--- src/bqlp_pkg.sv ---
// Package for the biquad low-pass filter unit.
// Holds default sizes, register indexes and the shared multiply-accumulate control types.
// No dependencies; imported by bqlp_mac and biquad_lowpass_filter_unit.
package bqlp_pkg;

    // Default sizes of the datapath.
    localparam int SAMPLE_WIDTH_DEF   = 16;
    localparam int COEF_FRAC_BITS_DEF = 16;
    localparam int DELAY_WIDTH_DEF    = 24;

    // Configuration register indexes.
    localparam int CFG_INDEX_W = 2;

    typedef enum logic [CFG_INDEX_W-1:0] {
        REG_FILTER_ENABLE = 2'd0,
        REG_COEF_B0       = 2'd1,
        REG_COEF_A1       = 2'd2,
        REG_COEF_A2       = 2'd3
    } cfg_reg_t;

    // Accumulator operations of the shared unit.
    typedef enum logic [1:0] {
        ACC_HOLD = 2'd0,
        ACC_LOAD = 2'd1,
        ACC_SUB  = 2'd2
    } acc_op_t;

    // Control bundle from the sequencer to the shared unit.
    typedef struct packed {
        logic    mul_en;
        acc_op_t acc_op;
    } mac_ctl_t;

endpackage

--- src/bqlp_mac.sv ---
// Shared signed multiplier with a registered product and an accumulator.
// Depends on bqlp_pkg for the control bundle type.
// The product is registered before it reaches the accumulator.
module bqlp_mac #(
    parameter int A_W   = 26,
    parameter int B_W   = 18,
    parameter int ACC_W = 50
) (
    input  logic                          clk,
    input  logic                          rst_n,
    input  bqlp_pkg::mac_ctl_t            ctl,
    input  logic signed [A_W-1:0]         mul_a,
    input  logic signed [B_W-1:0]         mul_b,
    input  logic signed [ACC_W-1:0]       load_val,
    output logic signed [A_W+B_W-1:0]     prod,
    output logic signed [ACC_W-1:0]       acc
);
    import bqlp_pkg::*;

    localparam int P_W = A_W + B_W;

    logic signed [P_W-1:0]   prod_reg;
    logic signed [P_W-1:0]   prod_next;
    logic signed [ACC_W-1:0] acc_reg;
    logic signed [ACC_W-1:0] acc_next;
    logic signed [ACC_W-1:0] prod_ext;

    // One multiplication per cycle while mul_en is set, full product width.
    assign prod_next = mul_a * mul_b;
    assign prod_ext  = {{(ACC_W-P_W){prod_reg[P_W-1]}}, prod_reg};

    // Accumulator update selected by the sequencer.
    always_comb
    begin
        case (ctl.acc_op)
            ACC_LOAD: acc_next = load_val;
            ACC_SUB:  acc_next = acc_reg - prod_ext;
            ACC_HOLD: acc_next = acc_reg;
            default:  acc_next = acc_reg;
        endcase
    end

    // Product register carries payload only.
    always_ff @(posedge clk)
    begin
        if (ctl.mul_en)
        begin
            prod_reg <= prod_next;
        end
    end

    always_ff @(posedge clk or negedge rst_n)
    begin
        if (!rst_n)
        begin
            acc_reg <= '0;
        end
        else
        begin
            acc_reg <= acc_next;
        end
    end

    assign prod = prod_reg;
    assign acc  = acc_reg;

endmodule

--- src/biquad_lowpass_filter_unit.sv ---
// Second-order low-pass biquad, direct form II, with one shared multiplier.
// Channels: s_axis carries one signed sample per request; m_axis returns one
// filtered sample per request; cfg writes filter_enable, coef_b0, coef_a1,
// coef_a2 at indexes 0 to 3 (coefficients signed Q2.COEF_FRAC_BITS).
// Steps: with filtering enabled an accepted sample passes through two feedback
// products and their accumulation, one rounding step, one feedforward product
// and one output step before it shows on m_axis. The single multiply-accumulate
// unit does three products per sample, and a new sample is accepted only once
// the previous filtered one has been written to the output register. In bypass
// the sample shows on m_axis the cycle after it is accepted.
// Throughput: one sample per cycle in bypass while the receiver is ready.
// Reset clears the delay line, the coefficients and filter_enable, so the
// block starts in bypass. When the receiver stalls, the result waits in the
// output register; one more filtered sample may be accepted meanwhile, and it
// waits in its final step until the output register is free. A bypassed
// sample is held off until the output register is free.
// Depends on bqlp_pkg and bqlp_mac.
module biquad_lowpass_filter_unit #(
    parameter int SAMPLE_WIDTH   = bqlp_pkg::SAMPLE_WIDTH_DEF,
    parameter int COEF_FRAC_BITS = bqlp_pkg::COEF_FRAC_BITS_DEF,
    parameter int DELAY_WIDTH    = bqlp_pkg::DELAY_WIDTH_DEF
) (
    input  logic                                    clk,
    input  logic                                    rst_n,
    // sample stream in
    input  logic                                    s_axis_tvalid,
    output logic                                    s_axis_tready,
    input  logic [((SAMPLE_WIDTH+7)/8)*8-1:0]       s_axis_tdata,  // sample
    // filtered stream out
    output logic                                    m_axis_tvalid,
    input  logic                                    m_axis_tready,
    output logic [((SAMPLE_WIDTH+7)/8)*8-1:0]       m_axis_tdata,  // filtered
    // configuration writes
    input  logic                                    cfg_valid,
    output logic                                    cfg_ready,
    input  logic [bqlp_pkg::CFG_INDEX_W-1:0]        cfg_index,
    input  logic [COEF_FRAC_BITS+1:0]               cfg_data
);
    import bqlp_pkg::*;

    localparam int S       = SAMPLE_WIDTH;
    localparam int F       = COEF_FRAC_BITS;
    localparam int D       = DELAY_WIDTH;
    localparam int C_W     = F + 2;
    localparam int TDATA_W = ((S + 7) / 8) * 8;
    localparam int DREG_W  = (S > D) ? S : D;
    localparam int A_W     = DREG_W + 2;
    localparam int P_W     = A_W + C_W;
    localparam int ACC_W   = ((S + F + 1 > P_W) ? S + F + 1 : P_W) + 2;
    localparam int W0F_W   = ACC_W - F;
    localparam int YF_W    = P_W - F;

    localparam logic signed [ACC_W-1:0] ACC_HALF = ACC_W'(1) <<< (F - 1);
    localparam logic signed [P_W-1:0]   PROD_HALF = P_W'(1) <<< (F - 1);
    localparam logic signed [S-1:0]     SMAX = {1'b0, {(S-1){1'b1}}};
    localparam logic signed [S-1:0]     SMIN = {1'b1, {(S-1){1'b0}}};

    typedef enum logic [2:0] {
        ST_IDLE,
        ST_P1,
        ST_P2,
        ST_P3,
        ST_W0,
        ST_P4,
        ST_Y
    } state_t;

    // Configuration registers.
    logic                  enable_reg;
    logic signed [C_W-1:0] b0_reg;
    logic signed [C_W-1:0] a1_reg;
    logic signed [C_W-1:0] a2_reg;

    // Sequencer, delay line and output registers.
    state_t                   state_reg, state_next;
    logic signed [S-1:0]      sample_reg, sample_next;
    logic signed [DREG_W-1:0] delay_one_reg, delay_one_next;
    logic signed [DREG_W-1:0] delay_two_reg, delay_two_next;
    logic signed [DREG_W-1:0] w0_reg, w0_next;
    logic signed [A_W-1:0]    sum_reg, sum_next;
    logic                     out_valid_reg, out_valid_next;
    logic signed [S-1:0]      out_reg, out_next;

    // Shared unit interface.
    mac_ctl_t                 mac_ctl;
    logic signed [A_W-1:0]    mul_a;
    logic signed [C_W-1:0]    mul_b;
    logic signed [ACC_W-1:0]  load_val;
    logic signed [P_W-1:0]    prod;
    logic signed [ACC_W-1:0]  acc;

    // Datapath helpers.
    logic                     s_fire;
    logic                     m_fire;
    logic                     out_free;
    logic signed [S-1:0]      in_sample;
    logic signed [ACC_W-1:0]  acc_rnd;
    logic signed [W0F_W-1:0]  w0_full;
    logic                     w0_ovf;
    logic signed [DREG_W-1:0] w0_fixed;
    logic signed [P_W-1:0]    y_rnd;
    logic signed [YF_W-1:0]   y_full;
    logic signed [S-1:0]      y_sat;

    // A filtered request may start while a result waits; a bypassed one needs the output.
    assign in_sample = s_axis_tdata[S-1:0];
    assign out_free  = !out_valid_reg || m_axis_tready;
    assign s_axis_tready = (state_reg == ST_IDLE) && (out_free || enable_reg);
    assign s_fire    = s_axis_tvalid && s_axis_tready;
    assign m_fire    = out_valid_reg && m_axis_tready;
    assign cfg_ready = 1'b1;

    assign m_axis_tvalid = out_valid_reg;
    assign m_axis_tdata  = TDATA_W'($unsigned(out_reg));

    // Configuration writes; every index of the port maps to a register.
    always_ff @(posedge clk or negedge rst_n)
    begin
        if (!rst_n)
        begin
            enable_reg <= 1'b0;
            b0_reg     <= '0;
            a1_reg     <= '0;
            a2_reg     <= '0;
        end
        else if (cfg_valid && cfg_ready)
        begin
            case (cfg_reg_t'(cfg_index))
                REG_FILTER_ENABLE: enable_reg <= cfg_data[0];
                REG_COEF_B0:       b0_reg     <= cfg_data;
                REG_COEF_A1:       a1_reg     <= cfg_data;
                REG_COEF_A2:       a2_reg     <= cfg_data;
                default:           ;
            endcase
        end
    end

    // Round the feedback sum to sample scale and guard the delay range.
    assign acc_rnd  = acc + ACC_HALF;
    assign w0_full  = acc_rnd[ACC_W-1:F];
    assign w0_ovf   = !((&w0_full[W0F_W-1:D-1]) || !(|w0_full[W0F_W-1:D-1]));
    assign w0_fixed = w0_ovf ? DREG_W'(sample_reg) : w0_full[DREG_W-1:0];

    // Round the feedforward product and saturate to the sample range.
    assign y_rnd  = prod + PROD_HALF;
    assign y_full = y_rnd[P_W-1:F];
    always_comb
    begin
        if ((&y_full[YF_W-1:S-1]) || !(|y_full[YF_W-1:S-1]))
        begin
            y_sat = y_full[S-1:0];
        end
        else if (y_full[YF_W-1])
        begin
            y_sat = SMIN;
        end
        else
        begin
            y_sat = SMAX;
        end
    end

    // Operand selection for the shared unit.
    assign load_val = {{(ACC_W-S-F){sample_reg[S-1]}}, sample_reg, {F{1'b0}}};

    always_comb
    begin
        mac_ctl.mul_en = 1'b0;
        mac_ctl.acc_op = ACC_HOLD;
        mul_a          = A_W'(delay_one_reg);
        mul_b          = a1_reg;
        case (state_reg)
            ST_P1:
            begin
                mac_ctl.mul_en = 1'b1;
                mac_ctl.acc_op = ACC_LOAD;
            end
            ST_P2:
            begin
                mac_ctl.mul_en = 1'b1;
                mac_ctl.acc_op = ACC_SUB;
                mul_a          = A_W'(delay_two_reg);
                mul_b          = a2_reg;
            end
            ST_P3:
            begin
                mac_ctl.acc_op = ACC_SUB;
            end
            ST_P4:
            begin
                mac_ctl.mul_en = 1'b1;
                mul_a          = sum_reg;
                mul_b          = b0_reg;
            end
            default:
            begin
                mac_ctl.acc_op = ACC_HOLD;
            end
        endcase
    end

    bqlp_mac #(
        .A_W   (A_W),
        .B_W   (C_W),
        .ACC_W (ACC_W)
    ) u_mac (
        .clk      (clk),
        .rst_n    (rst_n),
        .ctl      (mac_ctl),
        .mul_a    (mul_a),
        .mul_b    (mul_b),
        .load_val (load_val),
        .prod     (prod),
        .acc      (acc)
    );

    // Sequencer next-state logic.
    always_comb
    begin
        state_next     = state_reg;
        sample_next    = sample_reg;
        delay_one_next = delay_one_reg;
        delay_two_next = delay_two_reg;
        w0_next        = w0_reg;
        sum_next       = sum_reg;
        out_next       = out_reg;
        out_valid_next = m_fire ? 1'b0 : out_valid_reg;
        case (state_reg)
            ST_IDLE:
            begin
                if (s_fire)
                begin
                    if (enable_reg)
                    begin
                        sample_next = in_sample;
                        state_next  = ST_P1;
                    end
                    else
                    begin
                        out_next       = in_sample;
                        out_valid_next = 1'b1;
                    end
                end
            end
            ST_P1: state_next = ST_P2;
            ST_P2: state_next = ST_P3;
            ST_P3: state_next = ST_W0;
            ST_W0:
            begin
                w0_next    = w0_fixed;
                sum_next   = A_W'(w0_fixed) + (A_W'(delay_one_reg) <<< 1)
                             + A_W'(delay_two_reg);
                state_next = ST_P4;
            end
            ST_P4: state_next = ST_Y;
            ST_Y:
            begin
                if (out_free)
                begin
                    out_next       = y_sat;
                    out_valid_next = 1'b1;
                    delay_two_next = delay_one_reg;
                    delay_one_next = w0_reg;
                    state_next     = ST_IDLE;
                end
            end
            default: state_next = ST_IDLE;
        endcase
    end

    always_ff @(posedge clk or negedge rst_n)
    begin
        if (!rst_n)
        begin
            state_reg     <= ST_IDLE;
            out_valid_reg <= 1'b0;
            delay_one_reg <= '0;
            delay_two_reg <= '0;
            sample_reg    <= '0;
            w0_reg        <= '0;
            sum_reg       <= '0;
            out_reg       <= '0;
        end
        else
        begin
            state_reg     <= state_next;
            out_valid_reg <= out_valid_next;
            delay_one_reg <= delay_one_next;
            delay_two_reg <= delay_two_next;
            sample_reg    <= sample_next;
            w0_reg        <= w0_next;
            sum_reg       <= sum_next;
            out_reg       <= out_next;
        end
    end

`ifndef SYNTHESIS
    // A bypassed request comes straight out on the next cycle.
    assert property (@(posedge clk) disable iff (!rst_n)
        s_fire && !enable_reg |=> out_valid_reg && out_reg == $past(in_sample))
        else $error("bypass request did not reach the output register");

    // The delay line moves only when a filtered result is written out.
    assert property (@(posedge clk) disable iff (!rst_n)
        !(state_reg == ST_Y && out_free) |=> $stable(delay_one_reg)
                                             && $stable(delay_two_reg))
        else $error("delay line changed outside the output step");

    // On a filtered result the old first delay shifts into the second.
    assert property (@(posedge clk) disable iff (!rst_n)
        state_reg == ST_Y && out_free |=> delay_two_reg == $past(delay_one_reg)
                                         && out_valid_reg)
        else $error("delay line did not shift with the filtered result");

    // The rounded and range-guarded feedback value is captured for the product step.
    assert property (@(posedge clk) disable iff (!rst_n)
        state_reg == ST_W0 |=> w0_reg == $past(w0_fixed) && state_reg == ST_P4)
        else $error("rounded feedback value was not captured");
`endif

endmodule
--- config.mk ---
export PLATFORM = sky130hd
export DESIGN_NAME = biquad_lowpass_filter_unit
export DESIGN_NICKNAME = d
export VERILOG_FILES = /design/src/bqlp_pkg.sv /design/src/bqlp_mac.sv /design/src/biquad_lowpass_filter_unit.sv
export SDC_FILE = /design/constraint.sdc
export NUM_CORES = 2
export LEC_CHECK = 0
export ABC_AREA = 1
export BUFFER_PORTS_ARGS = -buffer_cell sky130_fd_sc_hd__buf_2
export CORE_MARGIN = 2
export CORE_UTILIZATION = 35
export CTS_CLUSTER_DIAMETER = 150
export DETAILED_ROUTE_END_ITERATION = 16
export GPL_TIMING_DRIVEN = 1
export SLEW_MARGIN = 20
export SYNTH_ARGS = -nofsm -noshare
export SYNTH_HDL_FRONTEND = slang
export SYNTH_SLANG_ARGS = --single-unit
--- constraint.sdc ---
create_clock -name clk -period 7.5 [get_ports clk]
set_input_delay 1.5 -clock clk [delete_from_list [all_inputs] [get_ports clk]]
set_output_delay 1.5 -clock clk [all_outputs]
set_load 0.005 [all_outputs]
==> results.cfg <==
[timing]
drv_slew = 0
final-setup-viol-count = 0
fmax_mhz = 139
worst_slack_ps = 320
clock_skew_ps = 18.4
worst_pin_slew_ps = 981
fin_crit_sh = 0.957
slew-limit-headroom = 0.344
finalHoldViolCount = 0
period_needed_ps = 7180

[critical_path]
crit_arrival_ps = 7510
crit_top_cell = fa_1
path_buf_inv = 11
critPathMaxStageDelay_ps = 580
critPathKind = reg -> reg
cp-start-kind = register
cp-end-kind = register
path_max_fanout = 23
critPathSlowestCell = fa_1
required_ps = 7830
r2r_slack_ps = 320
crit_family = adder cells

[worst_hold_path]
hold_path_class = reg -> reg

[global_routing]
track_usage = 0.222
grtUsageMet2 = 0.361
grt-ovfl-total = 0
grt_pass1_wl_um = 177000
busiest_layer = met2
antenna_found_initial = 0
grtUsageMet3 = 0.0246
grt_max_degree = 117
first_global_vias = 30200
met1_usage = 0.311

[placement]
pre_cts_slack_ps = 118
hpwl_um = 94100
place_congestion = 0.975
io_buffer_count = 58

[floorplan]
die_w_um = 320
start_util = 0.352
core-area_um2 = 99600
die_y_um = 320
die_area_um2 = 103000
ios = 60
num_rows = 116

[route]
antenna_left = 0
vias_per_cell = 5.02
dr.first_iter.drc_count = 2549
wl_um = 113000
drcViolationCount = 0
first_pass_iters = 5
dr_total_vias = 30000
wl_per_cell_um = 18.9

[logic_synthesis]
synth_enable_flop_cells = 44
synth_cells = 4520
ys_seq_elements = 279
synth_xor_area_frac = 0.0260
ys_warn_count = 0
synthArstFlopShare = 0.842
synth_adder_area_share = 0.341
synth_top_family_by_area = adder cells
synth.distinct_cells = 58
synth-compound-area-share = 0.102
yosysSeqAreaShare = 0.206
synth.mux.area_fraction = 0.000322
synth.avg_cell_area_um2 = 7.74
synth_simple_gate_area_frac = 0.212
syn-cell-area_um2 = 35000
syn_nets = 5226
ys.flop_type = dfrtp_1

[clocking]
clkSinkCount = 279
htreeDepth = 1
path_clk_slew_ps = 70
cts_tree = done
insertion_delay_ps = 600
cts_root_buf = clkbuf_16
clockBufferDepth = 3
numCtsBuffers = 30
hold_buffers = 0

[layout]
antenna_cells = 0
fin_util = 0.391
largest_register_ff_count = 46
drive_gt1_frac = 0.0864
syn_to_final_growth_pct = 11.1
nets = 5359

[run_status]
status = finished, final reports clean

[flow_run]
max_cap_viol_count = 0
kinds of logic after synthesis:
kind of cell	after synthesis
AO/OA/AOI/OAI	626
XOR/XNOR	103
adder cells (fa/ha/maj)	665
buffers and inverters	1036
flip-flops	279
multiplexers	1
other	1
AND/OR/NAND/NOR	1809
worst register-to-register path, delay by kind of cell, from the launching register on:
family,cells,cell delay [ps]
adder cells (fa/ha/maj),7,3380
buffers and inverters,11,1350
AO/OA/AOI/OAI,6,1030
AND/OR/NAND/NOR,6,620
flip-flops,1,380
XOR/XNOR,1,160
timing repair:
| action | CTS | global route |
|---|---|---|
| endpoints found under the hold margin | 0 | 0 |
| resized for setup | 0 | 37 |
| setup endpoints to repair | 0 | 19 |
| buffers inserted | 0 | 5 |
path summary, 6_finish.rpt:
kind / startpoint / end / depth (start not counted)
setup / recovery: state_reg[1] / u_mac.prod[38] / 31
hold / removal: m_axis_tdata[6] / m_axis_tdata[6] / 2
setup reg to reg: state_reg[1] / u_mac.prod[38] / 31
hold reg to reg: m_axis_tdata[6] / m_axis_tdata[6] / 2
max in group asynchronous: rst_n / delay_one_reg[18] / 2
min in group asynchronous: rst_n / u_mac.acc[5] / 1
synth_stat cells, types with 28 or more instances:
cell type / n / area (µm²)
nand2_1: 1036 / 3890
nor2_1: 483 / 1810
clkbuf_1: 84 / 315
xnor2_1: 34 / 298
ha_1: 182 / 2280
nand2_2: 29 / 181
fa_1: 483 / 9670
o21ai_0: 259 / 1300
inv_1: 897 / 3370
xor2_1: 68 / 596
edfxtp_1: 44 / 1320
dfrtp_1: 235 / 5880
nand3_1: 154 / 771
a21oi_1: 214 / 1070
a21o_1: 28 / 210
stage by stage:
stage	TNS (ps)	hold slack (ps)	instances	area (µm²)
detailed placement	0	460	5914	37700
finish	0	476	5974	38900
global placement	0	458	5914	37700
CTS	0	477	5969	38700
global route	-1.42	499	5974	38900
floorplan	0	449	4520	35000
layer usage:
layer  share of wire  wire length [µm]
met1            0.44             49700
met2            0.46             52100
met4           0.034              3810
met3           0.065              7360
met5               0                 0
layout by cell type (no fill, tap or decap), types with 5 or more instances in the layout:
cell,synthesis,final
a31oi_1,16,15
inv_2,13,15
o21a_1,12,12
nand3_1,154,154
a22oi_1,10,10
a21oi_4,2,5
nor3_2,7,8
nand2_1,1036,1032
nor2_1,483,478
o211ai_1,7,7
nand2_2,29,33
and3_1,6,6
a22o_1,23,23
clkinv_1,8,6
o21ai_0,259,251
clkbuf_16,0,31
a21o_1,28,28
a21oi_1,214,205
clkinvlp_4,0,11
xor2_1,68,68
fa_1,483,482
o21ai_1,1,8
nor2_2,6,7
or2_2,10,10
edfxtp_1,44,44
inv_1,897,890
nand4_1,20,20
a21oi_2,11,17
and2_1,9,9
a21boi_0,11,11
nor3_1,26,25
o21bai_1,17,17
nor2_4,6,10
ha_1,182,181
dfrtp_1,235,235
xnor2_1,34,34
nand3b_1,5,5
buf_4,2,154
buf_2,26,57
clkinv_2,0,5
layout make-up:
| cell class | instances | area (µm²) |
|---|---|---|
| multi-input cells | 3205 | 24000 |
| clock inverters | 20 | 244 |
| repair buffers | 219 | 1560 |
| clock buffers | 35 | 825 |
| well taps | 1298 | 1620 |
| flip-flops and latches | 279 | 7200 |
| fillers | 10400 | 60700 |
| inverters | 918 | 3470 |
Power is left out: the tool's default activity adds up to more than one toggle a clock period on the data nets, which glitch-free logic cannot reach.
